[src/rtl/core/bdhr_pkg.sv]
// ---------------------------------------------------------------------------
// Button debounce package
// Shared types, register indexes and reset values for the button debouncer.
// ---------------------------------------------------------------------------
`default_nettype none

package bdhr_pkg;

    localparam int CntWidth = 16;
    localparam int PcWidth  = 8;
    localparam int IdxWidth = 3;
    localparam int AddrWidth = 5;
    localparam int DataWidth = 32;
    localparam int RemStepWidth = $clog2(CntWidth);

    localparam logic [CntWidth-1:0] TICK_MAX = {CntWidth{1'b1}};

    typedef enum logic [1:0] {
        PH_IDLE     = 2'd0,
        PH_PUSHED   = 2'd1,
        PH_RELEASED = 2'd2
    } phase_t;

    localparam logic [IdxWidth-1:0] REG_PRESS_CONFIRM   = 3'd0;
    localparam logic [IdxWidth-1:0] REG_LOCK_TIME       = 3'd1;
    localparam logic [IdxWidth-1:0] REG_REPEAT_START    = 3'd2;
    localparam logic [IdxWidth-1:0] REG_REPEAT_PERIOD   = 3'd3;
    localparam logic [IdxWidth-1:0] REG_LONG_PRESS_TIME = 3'd4;
    localparam logic [IdxWidth-1:0] REG_BEEP_TIME       = 3'd5;

    localparam logic [PcWidth-1:0]  PRESS_CONFIRM_RST   = 8'd7;
    localparam logic [CntWidth-1:0] LOCK_TIME_RST       = 16'd30;
    localparam logic [CntWidth-1:0] REPEAT_START_RST    = 16'd300;
    localparam logic [CntWidth-1:0] REPEAT_PERIOD_RST   = 16'd65;
    localparam logic [CntWidth-1:0] LONG_PRESS_TIME_RST = 16'd2000;
    localparam logic [CntWidth-1:0] BEEP_TIME_RST       = 16'd50;

    typedef struct packed {
        logic busy;
        logic done;
    } rem_status_t;

endpackage

`default_nettype wire

[src/rtl/core/bdhr_rem_unit.sv]
// ---------------------------------------------------------------------------
// Remainder unit
// Restoring division, one quotient bit per cycle, that yields the remainder
// of the tick count by the repeat period.
// ---------------------------------------------------------------------------
`default_nettype none

module bdhr_rem_unit (
    input  wire logic                          clk,
    input  wire logic                          rst_n,
    input  wire logic                          start,
    input  wire logic [bdhr_pkg::CntWidth-1:0] dividend,
    input  wire logic [bdhr_pkg::CntWidth-1:0] divisor,
    output bdhr_pkg::rem_status_t              status,
    output logic      [bdhr_pkg::CntWidth-1:0] remainder
);
    import bdhr_pkg::*;

    logic                    busy_reg, busy_next;
    logic [RemStepWidth-1:0] step_reg, step_next;
    logic [CntWidth-1:0]     dq_reg, dq_next;
    logic [CntWidth-1:0]     rem_reg, rem_next;
    logic [CntWidth:0]       trial;
    logic                    last_step;

    assign trial     = {rem_reg, dq_reg[CntWidth-1]};
    assign last_step = busy_reg && (step_reg == '0);

    always_comb
    begin
        busy_next = busy_reg;
        step_next = step_reg;
        dq_next   = dq_reg;
        rem_next  = rem_reg;
        if (start)
        begin
            busy_next = 1'b1;
            step_next = RemStepWidth'(CntWidth - 1);
            dq_next   = dividend;
            rem_next  = '0;
        end
        else if (busy_reg)
        begin
            dq_next   = {dq_reg[CntWidth-2:0], 1'b0};
            step_next = step_reg - 1'b1;
            if (trial >= {1'b0, divisor})
            begin
                rem_next = CntWidth'(trial - {1'b0, divisor});
            end
            else
            begin
                rem_next = trial[CntWidth-1:0];
            end
            if (last_step)
            begin
                busy_next = 1'b0;
            end
        end
    end

    always_ff @(posedge clk or negedge rst_n)
    begin
        if (!rst_n)
        begin
            busy_reg <= 1'b0;
            step_reg <= '0;
        end
        else
        begin
            busy_reg <= busy_next;
            step_reg <= step_next;
        end
    end

    always_ff @(posedge clk)
    begin
        dq_reg  <= dq_next;
        rem_reg <= rem_next;
    end

    assign status.busy = busy_reg;
    assign status.done = last_step && !start;
    assign remainder   = rem_next;

endmodule

`default_nettype wire

[src/rtl/core/button_debounce_hold_repeat_unit.sv]
// ---------------------------------------------------------------------------
// Button debounce with hold and auto-repeat
// One-button debouncer with press confirm, beep, hold, repeat and long-hold
// flags, and a lockout after release.
// ---------------------------------------------------------------------------
//  Channel  Handshake              Payload
//  in       in_valid / in_stall    level_released, wake, clear_repeat
//  out      out_valid / out_stall  phase_now, pressed_event, locked,
//                                  hold_reached, repeat_due, long_hold,
//                                  beep, busy_res
//  cfg      APB write/read         paddr, pwdata, prdata
//
// One word is accepted per clock while in_stall is low; its result is ready in
// the following cycle in the output register, which frees while the next word
// is being accepted. A write to repeat_period starts a remainder pass in the
// divider; in_stall stays high while that pass runs.
// rst_n clears all control state and loads the register reset values.
// in_stall also follows out_stall while a result waits in the output register.
// ---------------------------------------------------------------------------
`default_nettype none

module button_debounce_hold_repeat_unit (
    input  wire logic                           clk,
    input  wire logic                           rst_n,
    input  wire logic                           psel,
    input  wire logic                           penable,
    input  wire logic                           pwrite,
    input  wire logic [bdhr_pkg::AddrWidth-1:0] paddr,
    input  wire logic [bdhr_pkg::DataWidth-1:0] pwdata,
    output logic      [bdhr_pkg::DataWidth-1:0] prdata,
    output logic                                pready,
    input  wire logic                           in_valid,
    output logic                                in_stall,
    input  wire logic                           level_released,
    input  wire logic                           wake,
    input  wire logic                           clear_repeat,
    output logic                                out_valid,
    input  wire logic                           out_stall,
    output logic      [1:0]                     phase_now,
    output logic                                pressed_event,
    output logic                                locked,
    output logic                                hold_reached,
    output logic                                repeat_due,
    output logic                                long_hold,
    output logic                                beep,
    output logic                                busy_res
);
    import bdhr_pkg::*;

    logic [PcWidth-1:0]  press_confirm_reg;
    logic [CntWidth-1:0] lock_time_reg;
    logic [CntWidth-1:0] repeat_start_reg;
    logic [CntWidth-1:0] repeat_period_reg;
    logic [CntWidth-1:0] long_press_time_reg;
    logic [CntWidth-1:0] beep_time_reg;

    logic                cfg_write;
    logic [IdxWidth-1:0] cfg_idx;

    logic                query_reg, query_next;
    phase_t              phase_reg, phase_next;
    logic [CntWidth-1:0] tick_reg, tick_next;
    logic [CntWidth-1:0] mod_reg, mod_next;
    logic                action_reg, action_next;
    logic                lock_reg, lock_next;
    logic                hold_reg, hold_next;
    logic                repeat_reg, repeat_next;
    logic                long_reg, long_next;
    logic                beep_reg, beep_next;

    logic                out_valid_reg;
    phase_t              out_phase_reg;
    logic                out_action_reg;
    logic                out_lock_reg;
    logic                out_hold_reg;
    logic                out_repeat_reg;
    logic                out_long_reg;
    logic                out_beep_reg;
    logic                out_query_reg;

    logic                in_accept;
    logic                out_free;
    logic [CntWidth-1:0] tick_inc;
    logic [CntWidth:0]   mod_inc;
    logic                rem_start;
    rem_status_t         rem_status;
    logic [CntWidth-1:0] rem_value;

    assign cfg_write = psel && penable && pwrite;
    assign cfg_idx   = paddr[AddrWidth-1:2];
    assign pready    = 1'b1;
    assign rem_start = cfg_write && (cfg_idx == REG_REPEAT_PERIOD);

    always_ff @(posedge clk or negedge rst_n)
    begin
        if (!rst_n)
        begin
            press_confirm_reg   <= PRESS_CONFIRM_RST;
            lock_time_reg       <= LOCK_TIME_RST;
            repeat_start_reg    <= REPEAT_START_RST;
            repeat_period_reg   <= REPEAT_PERIOD_RST;
            long_press_time_reg <= LONG_PRESS_TIME_RST;
            beep_time_reg       <= BEEP_TIME_RST;
        end
        else if (cfg_write)
        begin
            case (cfg_idx)
                REG_PRESS_CONFIRM:   press_confirm_reg   <= pwdata[PcWidth-1:0];
                REG_LOCK_TIME:       lock_time_reg       <= pwdata[CntWidth-1:0];
                REG_REPEAT_START:    repeat_start_reg    <= pwdata[CntWidth-1:0];
                REG_REPEAT_PERIOD:   repeat_period_reg   <= pwdata[CntWidth-1:0];
                REG_LONG_PRESS_TIME: long_press_time_reg <= pwdata[CntWidth-1:0];
                REG_BEEP_TIME:       beep_time_reg       <= pwdata[CntWidth-1:0];
                default:             ;
            endcase
        end
    end

    always_comb
    begin
        case (cfg_idx)
            REG_PRESS_CONFIRM:   prdata = DataWidth'(press_confirm_reg);
            REG_LOCK_TIME:       prdata = DataWidth'(lock_time_reg);
            REG_REPEAT_START:    prdata = DataWidth'(repeat_start_reg);
            REG_REPEAT_PERIOD:   prdata = DataWidth'(repeat_period_reg);
            REG_LONG_PRESS_TIME: prdata = DataWidth'(long_press_time_reg);
            REG_BEEP_TIME:       prdata = DataWidth'(beep_time_reg);
            default:             prdata = '0;
        endcase
    end

    // The remainder of the tick count by the new period is recomputed here.
    bdhr_rem_unit u_rem (
        .clk       (clk),
        .rst_n     (rst_n),
        .start     (rem_start),
        .dividend  (tick_reg),
        .divisor   (repeat_period_reg),
        .status    (rem_status),
        .remainder (rem_value)
    );

    assign out_free  = !out_valid_reg || !out_stall;
    assign in_stall  = rem_status.busy || !out_free;
    assign in_accept = in_valid && !in_stall;
    assign tick_inc  = (tick_reg == TICK_MAX) ? tick_reg : tick_reg + 1'b1;

    // The mod register tracks the pushed tick count modulo repeat_period.
    always_comb
    begin
        query_next  = query_reg;
        phase_next  = phase_reg;
        tick_next   = tick_reg;
        mod_next    = mod_reg;
        action_next = action_reg;
        lock_next   = lock_reg;
        hold_next   = hold_reg;
        repeat_next = repeat_reg;
        long_next   = long_reg;
        beep_next   = beep_reg;
        mod_inc     = {1'b0, mod_reg} + 1'b1;

        if (rem_status.done)
        begin
            mod_next = (repeat_period_reg == '0) ? '0 : rem_value;
        end

        if (in_accept)
        begin
            if (wake)
            begin
                query_next = 1'b1;
            end
            if (clear_repeat)
            begin
                repeat_next = 1'b0;
            end
            if (query_next)
            begin
                case (phase_reg)
                    PH_IDLE:
                    begin
                        if (!level_released)
                        begin
                            tick_next = tick_inc;
                        end
                        else if (tick_reg != '0)
                        begin
                            tick_next = tick_reg - 1'b1;
                        end
                        if (tick_next >= {{(CntWidth-PcWidth){1'b0}}, press_confirm_reg})
                        begin
                            action_next = 1'b1;
                            lock_next   = 1'b1;
                            phase_next  = PH_PUSHED;
                            tick_next   = '0;
                            mod_next    = '0;
                            beep_next   = 1'b1;
                        end
                        else if (tick_next == '0)
                        begin
                            action_next = 1'b0;
                            lock_next   = 1'b0;
                            query_next  = 1'b0;
                        end
                    end
                    PH_PUSHED:
                    begin
                        if (!level_released)
                        begin
                            tick_next = tick_inc;
                            if (repeat_period_reg == '0)
                            begin
                                mod_next = '0;
                            end
                            else if (tick_reg != TICK_MAX)
                            begin
                                mod_next = (mod_inc == {1'b0, repeat_period_reg}) ?
                                           '0 : mod_inc[CntWidth-1:0];
                            end
                        end
                        else
                        begin
                            tick_next  = '0;
                            mod_next   = '0;
                            phase_next = PH_RELEASED;
                        end
                        if (tick_next == beep_time_reg)
                        begin
                            beep_next = 1'b0;
                        end
                        if (tick_next == repeat_start_reg)
                        begin
                            hold_next = 1'b1;
                        end
                        if (hold_next && mod_next == '0)
                        begin
                            repeat_next = 1'b1;
                        end
                        if (tick_next >= long_press_time_reg)
                        begin
                            long_next = 1'b1;
                        end
                    end
                    PH_RELEASED:
                    begin
                        if (level_released)
                        begin
                            tick_next = tick_inc;
                        end
                        if (tick_next >= lock_time_reg)
                        begin
                            query_next  = 1'b0;
                            action_next = 1'b0;
                            lock_next   = 1'b0;
                            phase_next  = PH_IDLE;
                            tick_next   = '0;
                            hold_next   = 1'b0;
                            repeat_next = 1'b0;
                            long_next   = 1'b0;
                            beep_next   = 1'b0;
                        end
                    end
                    default:
                    begin
                    end
                endcase
            end
        end
    end

    always_ff @(posedge clk or negedge rst_n)
    begin
        if (!rst_n)
        begin
            query_reg     <= 1'b0;
            phase_reg     <= PH_IDLE;
            tick_reg      <= '0;
            mod_reg       <= '0;
            action_reg    <= 1'b0;
            lock_reg      <= 1'b0;
            hold_reg      <= 1'b0;
            repeat_reg    <= 1'b0;
            long_reg      <= 1'b0;
            beep_reg      <= 1'b0;
            out_valid_reg <= 1'b0;
        end
        else
        begin
            query_reg     <= query_next;
            phase_reg     <= phase_next;
            tick_reg      <= tick_next;
            mod_reg       <= mod_next;
            action_reg    <= action_next;
            lock_reg      <= lock_next;
            hold_reg      <= hold_next;
            repeat_reg    <= repeat_next;
            long_reg      <= long_next;
            beep_reg      <= beep_next;
            if (in_accept)
            begin
                out_valid_reg <= 1'b1;
            end
            else if (!out_stall)
            begin
                out_valid_reg <= 1'b0;
            end
        end
    end

    always_ff @(posedge clk)
    begin
        if (in_accept)
        begin
            out_phase_reg  <= phase_next;
            out_action_reg <= action_next;
            out_lock_reg   <= lock_next;
            out_hold_reg   <= hold_next;
            out_repeat_reg <= repeat_next;
            out_long_reg   <= long_next;
            out_beep_reg   <= beep_next;
            out_query_reg  <= query_next;
        end
    end

    assign out_valid     = out_valid_reg;
    assign phase_now     = out_phase_reg;
    assign pressed_event = out_action_reg;
    assign locked        = out_lock_reg;
    assign hold_reached  = out_hold_reg;
    assign repeat_due    = out_repeat_reg;
    assign long_hold     = out_long_reg;
    assign beep          = out_beep_reg;
    assign busy_res      = out_query_reg;

endmodule

`default_nettype wire

[config.mk]
export PLATFORM = sky130hd
export DESIGN_NAME = button_debounce_hold_repeat_unit
export DESIGN_NICKNAME = d
export VERILOG_FILES = /design/src/rtl/core/bdhr_pkg.sv /design/src/rtl/core/bdhr_rem_unit.sv /design/src/rtl/core/button_debounce_hold_repeat_unit.sv
export SDC_FILE = /design/constraint.sdc
export NUM_CORES = 1
export LEC_CHECK = 0
export ABC_CLOCK_PERIOD_IN_PS = 4100
export CAP_MARGIN = 20
export CORE_MARGIN = 5
export CORE_UTILIZATION = 33
export CTS_CLUSTER_DIAMETER = 40
export DETAILED_ROUTE_END_ITERATION = 16
export DONT_BUFFER_PORTS = 1
export PLACE_DENSITY_LB_ADDON = 0.15
export SYNTH_ARGS = -nofsm -noshare
export SYNTH_HDL_FRONTEND = slang
export SYNTH_SLANG_ARGS = --single-unit
export TNS_END_PERCENT = 5
[constraint.sdc]
create_clock -name clk -period 4.1 [get_ports clk]
set_input_delay 0.205 -clock clk [delete_from_list [all_inputs] [get_ports clk]]
set_output_delay 0.205 -clock clk [all_outputs]
set_load 0.05 [all_outputs]
Word level (Yosys, flattened, before mapping)
Index checks and enable logic that the tools add are counted.
Storage, ports and cells
  flip-flop bits (word level): 176
  output and inout bits: 44
Operators by class
  equality and inequality tests: 13
  $lt $le $gt $ge: 4
  muxes and demuxes: 94
  $add $sub $neg: 5
  reduce and logical (&&, ||, !) cells: 30
Operator list (number)
  $mux W16: 33
  $pmux W16 S6: 1
  $logic_not A16 Y1: 3
  $pmux W16 S3: 1
  $mux W1: 43
  $eq A16 B16 Y1: 2
  $ge A16 B16 Y1: 2
  $pmux W16 S2: 1
  $add A16 B1 Y17 const B: 1
  $eq A17 B16 Y1: 1
  $ge A17 B16 Y1: 1
  $add A16 B1 Y16 const B: 1
  $eq A16 B16 Y1 const B: 1
  $ge A16 B8 Y1: 1
  $ne A16 B16 Y1 const B: 1
  $reduce_bool A16 Y1: 1
  $sub A16 B1 Y16 const B: 1
  $sub A16 B16 Y16: 1
  $pmux W1 S2: 6
  $reduce_and A2 Y1: 6
  $mux W2: 5
  $mux W4: 2
  $logic_and A1 B1 Y1: 7
  $eq A3 B2 Y1 const B: 2
  other kinds (16): 22

Depth between registers and ports, before layout
  depth in word-level cells: 19
  gate-level depth with buffers: 20
  mapped depth without buffers: 18

Hierarchy
Synthesis repeated with hierarchy kept, for this count alone.
Second synthesis, totals
  cell total of the unflattened synthesis: 1445
  area, all modules: 13342.8 um^2
Modules (own cells, without submodules)
  button_debounce_hold_repeat_unit: sequential area each 3550.9 um^2, cells an instance 1176, area each 10741.6 um^2, times used 1
  bdhr_rem_unit: sequential area each 925.9 um^2, cells an instance 269, area each 2601.2 um^2, times used 1

Worst setup path before layout
No wires, ideal clock.
  path type: register to register
  start: register tick_reg[0]
  end: register out_query_reg (netlist: busy_res) (data pin)
  required time: 3809 ps
  path slack: -119 ps
  cell stages (with the launch flop): 21
  setup time: 291 ps
  clock period less this slack: 4219 ps
  arrival: 3929 ps
  path through: dfrtp_1 clkbuf_1 inv_1 ha_1 or4b_1 nor4_4 nand2_1 o21ai_0 xnor2_1 ha_1 nand2b_1 a21o_1 a21o_1 a21o_1 a21oi_1 o21a_1 o2111a_2 buf_4 nand4_1 a21oi_1 a21oi_1
On the way
  word-level cells in the longest chain between the ends: 12
  elaborated cells between the ends (all ways): 23
Ends and longest elaborated chain
  from (decl): RTL line button_debounce_hold_repeat_unit.sv:62  | logic [CntWidth-1:0] tick_reg, tick_next;
  from (signal assigned): RTL line button_debounce_hold_repeat_unit.sv:292  | tick_reg <= tick_next;
  parallel branches: the longest is 9 deep, another holds $add A16 B1 Y16
  $pmux W1 S2 *: RTL line button_debounce_hold_repeat_unit.sv:180  | case (phase_reg)
  $mux W1 *: RTL line button_debounce_hold_repeat_unit.sv:178  | if (query_next)
  $mux W1 *: RTL line button_debounce_hold_repeat_unit.sv:168  | if (in_accept)
  net query_next: RTL line button_debounce_hold_repeat_unit.sv:60  | logic query_reg, query_next;
  to (signal assigned): RTL line button_debounce_hold_repeat_unit.sv:322  | out_query_reg <= query_next;
  to (decl): RTL line button_debounce_hold_repeat_unit.sv:79  | logic out_query_reg;
Mark *: on every way through the listed nets, which the timed path passes. The select of a mux whose other input is x is not followed.
A chain may end at the register's enable or synchronous reset.

Worst setup path after layout
  start: register tick_reg[1]
  end: register out_lock_reg (netlist: locked) (data pin)
On the way
  word-level cells in the longest chain between the ends: 12
  elaborated cells between the ends (all ways): 23
Ends and longest elaborated chain
  parallel branches: the longest is 9 deep, another holds $add A16 B1 Y16
  $pmux W1 S2 *: RTL line button_debounce_hold_repeat_unit.sv:180
  $mux W1 *: RTL line button_debounce_hold_repeat_unit.sv:178
  $mux W1 *: RTL line button_debounce_hold_repeat_unit.sv:168
  net lock_next: RTL line button_debounce_hold_repeat_unit.sv:65  | logic lock_reg, lock_next;
  to (signal assigned): RTL line button_debounce_hold_repeat_unit.sv:317  | out_lock_reg <= lock_next;
  to (decl): RTL line button_debounce_hold_repeat_unit.sv:74  | logic out_lock_reg;
Marked as above.

==> impl_metrics.yaml <==
cells_and_area:
  diodes: 0
  fin_cells: 2079
  drive_gt1_share_pct: 20.18
  area_growth_pct: 17.24
  final_net_count: 1663
  final_cell_area_um2: 15060
  final_util_pct: 39.06
die:
  initial_utilization_pct: 33.32
  coreArea_um2: 38560
  rows: 72
  die-height_um: 207.3
  die_area_um2: 42980
  io-pin-count: 91
  die_w_um: 207.3
worst_hold_path:
  worst_hold_path_type: "primary input to register"
timing:
  post-route-worst-setup-slack_ns: -0.05501
  timing.slew.headroom_pct: 22.19
  period_share_pct: 101.3
  finalMaxSlewViolations: 0
  achievable-frequency_mhz: 240.7
  grt_setup_unrepaired: "yes"
  report.final.setup_viol: 4
  hold_viol: 0
  fin_worst_skew_ns: 0.01793
  layout_min_cycle_time_ns: 4.155
  timing_worst_slew_pin_value_ns: 1.184
placement:
  placedInstanceArea_um2: 13980
  post-place-cells: 2016
  post-dp-hpwl_mm: 35.87
  port_buffers: 0
  preCtsSetupSlack_ns: -0.2087
  gp_routability_congestion: 0.8744
clocking:
  worst_skew_pair.late_latency_ns: 0.47
  cts.root.buffer_cell: "sky130_fd_sc_hd__clkbuf_16"
  cts_tree: "yes"
  clock-sinks: 176
  path_clk_slew_ns: 0.08
  tritoncts.num_buffers: 17
  h-tree-depth: 4
  clock_path_buffers: 2
yosys:
  synth_top_cell_area_share_pct: 22.01
  syn-cell-area_um2: 12850
  ys_dominant_reg_cell: "sky130_fd_sc_hd__dfrtp_1"
  synth_enable_flop_cells: 25
  synth.yosys.seq_area_share_pct: 34.85
  yosys_register_bits: 176
  synth_unique_cells: 86
  yosys.area.top_type: "sky130_fd_sc_hd__dfrtp_1"
  synth.top_cells.by_area: "sky130_fd_sc_hd__dfrtp_1 (22%), sky130_fd_sc_hd__ha_1 (6.5%), sky130_fd_sc_hd__mux2_2 (6.4%)"
  synth-async-reset-ratio_pct: 76.70
  avgSynthCellArea_um2: 8.716
  yosys_warnings: 0
  synthesis.instances: 1474
pwr:
  powerDensity_nw_per_um2: 687.9
  static-leakage-power_uw: 0.006389
  p_int_uw: 5623
  p_comb_share_pct: 54.8
  share_clk_of_total_power_pct: 16.7
  totalPowerFinal_uw: 10360
  max-vdd-ir-drop_v: 0.0003442
  total_switching_power_uw: 4737
  sw_frac_of_total_pct: 45.72
  seqPwrFrac_pct: 28.5
detailed_routing:
  vias_per_cell: 5.516
  detail_route.drc_violations: 0
  drt_iter0_markers: 892
  detail_route.first_pass.iterations: 7
  wl_mm: 47.42
  routed_wire_per_std_cell_um: 22.81
  ant_nets: 0
  routed-via-count: 11470
run_status:
  violated_checks: "setup timing"
  status: "finished with violations"
worst_setup_path:
  critical_path.endpoint_type: "register"
  worst_path_required_ns: 4.30
  setup.worst_path.start_class: "register"
  worst_ep_arrival_time_ns: 4.35
  critical_path_class: "register to register"
  crit_fanout: 4
grt:
  global_route.usage.total_pct: 21.63
  grt_antenna_before_repair: 2
  grt_start_max_net_pins: 136
  overflow: 0
  grt_pass1_vias: 11370
  global_route_wire_length_before_repair_mm: 71.93
job:
  max_cap_violations: 0
[what timing repair did]
action,CTS,global route
resized for setup,10,49
pin swaps,6,24
endpoints found under the setup margin,33,50
hold endpoints to repair,226,0
cloned,0,0
hold buffers,22,0
buffers inserted,1,8
[final cells by class]
class                      instances  area (um^2)
timing repair buffer             151         1239
sequential                       176         4477
fill                            4029        23500
clock inverter                    12        137.6
multi-input combinational       1121         7799
clock buffer                      20        457.9
tap                              518        648.1
inverter                          81        304.0
[cell families (layout without fill, tap and decap cells)]
family | Yosys count | after routing | share of synthesized area (%)
mux | 112 | 112 | 9.534
other cells | 2 | 17 | 0.05846
flops | 176 | 176 | 34.85
xor+xnor | 83 | 83 | 5.658
buf+inv | 192 | 264 | 6.486
fa+ha+maj | 68 | 68 | 6.681
simple gates | 481 | 481 | 18.07
compound gates | 360 | 360 | 18.67
[metal layers]
| metal | wire, um | vias to the layer above | GRT usage [%] |
|---|---|---|---|
| met4 | 1029 | 4 | 5.609 |
| met3 | 2622 | 59 | 4.262 |
| met1 | 21160 | 5640 | 28.96 |
| met2 | 22590 | 320 | 35.97 |
| met5 | 27 | - | 0 |
| li1 | - | 5444 | - |
[cells in the final DEF (no fill, tap or decap), types with 19 or more instances in the layout]
| master | Yosys | final |
|---|---|---|
| sky130_fd_sc_hd__o22ai_1 | 20 | 20 |
| sky130_fd_sc_hd__a22oi_1 | 27 | 27 |
| sky130_fd_sc_hd__dlygate4sd3_1 | 0 | 21 |
| sky130_fd_sc_hd__o21ai_0 | 92 | 74 |
| sky130_fd_sc_hd__buf_4 | 21 | 125 |
| sky130_fd_sc_hd__dfstp_2 | 22 | 22 |
| sky130_fd_sc_hd__a21o_1 | 23 | 23 |
| sky130_fd_sc_hd__xnor2_1 | 52 | 49 |
| sky130_fd_sc_hd__nor3_1 | 29 | 26 |
| sky130_fd_sc_hd__xor2_1 | 31 | 31 |
| sky130_fd_sc_hd__nor4_1 | 21 | 20 |
| sky130_fd_sc_hd__a31oi_1 | 20 | 19 |
| sky130_fd_sc_hd__ha_1 | 67 | 65 |
| sky130_fd_sc_hd__nand4_1 | 24 | 24 |
| sky130_fd_sc_hd__dfrtp_1 | 113 | 113 |
| sky130_fd_sc_hd__inv_1 | 80 | 78 |
| sky130_fd_sc_hd__edfxtp_1 | 25 | 25 |
| sky130_fd_sc_hd__nand3_1 | 23 | 23 |
| sky130_fd_sc_hd__mux2i_1 | 38 | 38 |
| sky130_fd_sc_hd__nor2_1 | 107 | 102 |
| sky130_fd_sc_hd__nand2_1 | 188 | 186 |
| sky130_fd_sc_hd__mux2_2 | 73 | 69 |
| sky130_fd_sc_hd__a21oi_1 | 59 | 53 |
[per-stage QoR]
step	TNS [ns]	hold slack [ns]
3_3_place_gp	-1.444	-0.07992
3_5_place_dp	-2.881	-0.07997
6_report	-0.1376	0.03890
5_1_grt	-3.014	0.07036
4_1_cts	-0.01378	0.01798
2_1_floorplan	0	-0.09059
[synth_stat cells (all sizes together) (24+ instances only)]
| library cell | n |
|---|---|
| ha | 67 |
| mux2i | 38 |
| inv | 80 |
| o21ai | 96 |
| xor2 | 31 |
| mux2 | 73 |
| nand4 | 26 |
| clkbuf | 69 |
| nor2 | 107 |
| a21oi | 60 |
| a22oi | 27 |
| xnor2 | 52 |
| edfxtp | 25 |
| nor3 | 29 |
| nand2 | 189 |
| buf | 42 |
| dfrtp | 113 |
| nand3 | 24 |
[worst max-delay path: stages (launching register included)]
cell                       delay (ns)
sky130_fd_sc_hd__dfrtp_1         0.39
sky130_fd_sc_hd__inv_2           0.08
sky130_fd_sc_hd__ha_4            0.13
sky130_fd_sc_hd__or4b_4          0.47
sky130_fd_sc_hd__nor4_4          0.39
sky130_fd_sc_hd__nand2_1         0.11
sky130_fd_sc_hd__o21ai_2         0.12
sky130_fd_sc_hd__xnor2_2         0.11
sky130_fd_sc_hd__ha_1            0.30
sky130_fd_sc_hd__nand2b_4        0.14
sky130_fd_sc_hd__a21o_1          0.14
sky130_fd_sc_hd__a21o_1          0.15
sky130_fd_sc_hd__a21o_1          0.16
sky130_fd_sc_hd__a21oi_2         0.14
sky130_fd_sc_hd__o21a_1          0.18
sky130_fd_sc_hd__o2111a_2        0.35
sky130_fd_sc_hd__nand4_1         0.19
sky130_fd_sc_hd__a21oi_4         0.25
sky130_fd_sc_hd__a21oi_2         0.09
[power by group through the flow]
stage / Sequential [uW] / Clock, uW / Combinational, uW
global placement: 2970 / 0 / 5270
global route: 3020 / 1840 / 6210
finish: 2950 / 1730 / 5680
CTS: 2950 / 1770 / 5460
detailed placement: 2980 / 0 / 5310
floorplan: 2760 / 0 / 3650
[worst paths after layout]
path                                    from              endpoint  slack (ns)  cells after the start
max                              tick_reg[1]                locked       -0.06                     18
min                                 paddr[2]   repeat_start_reg[3]        0.04                      2
max reg2reg                      tick_reg[1]                locked       -0.06                     18
min reg2reg                u_rem.rem_reg[15]     u_rem.rem_reg[15]        0.50                      2
max in group asynchronous              rst_n  repeat_period_reg[8]        3.13                      2
min in group asynchronous              rst_n           tick_reg[4]        0.39                      2
(Power assumes the default switching activity.)
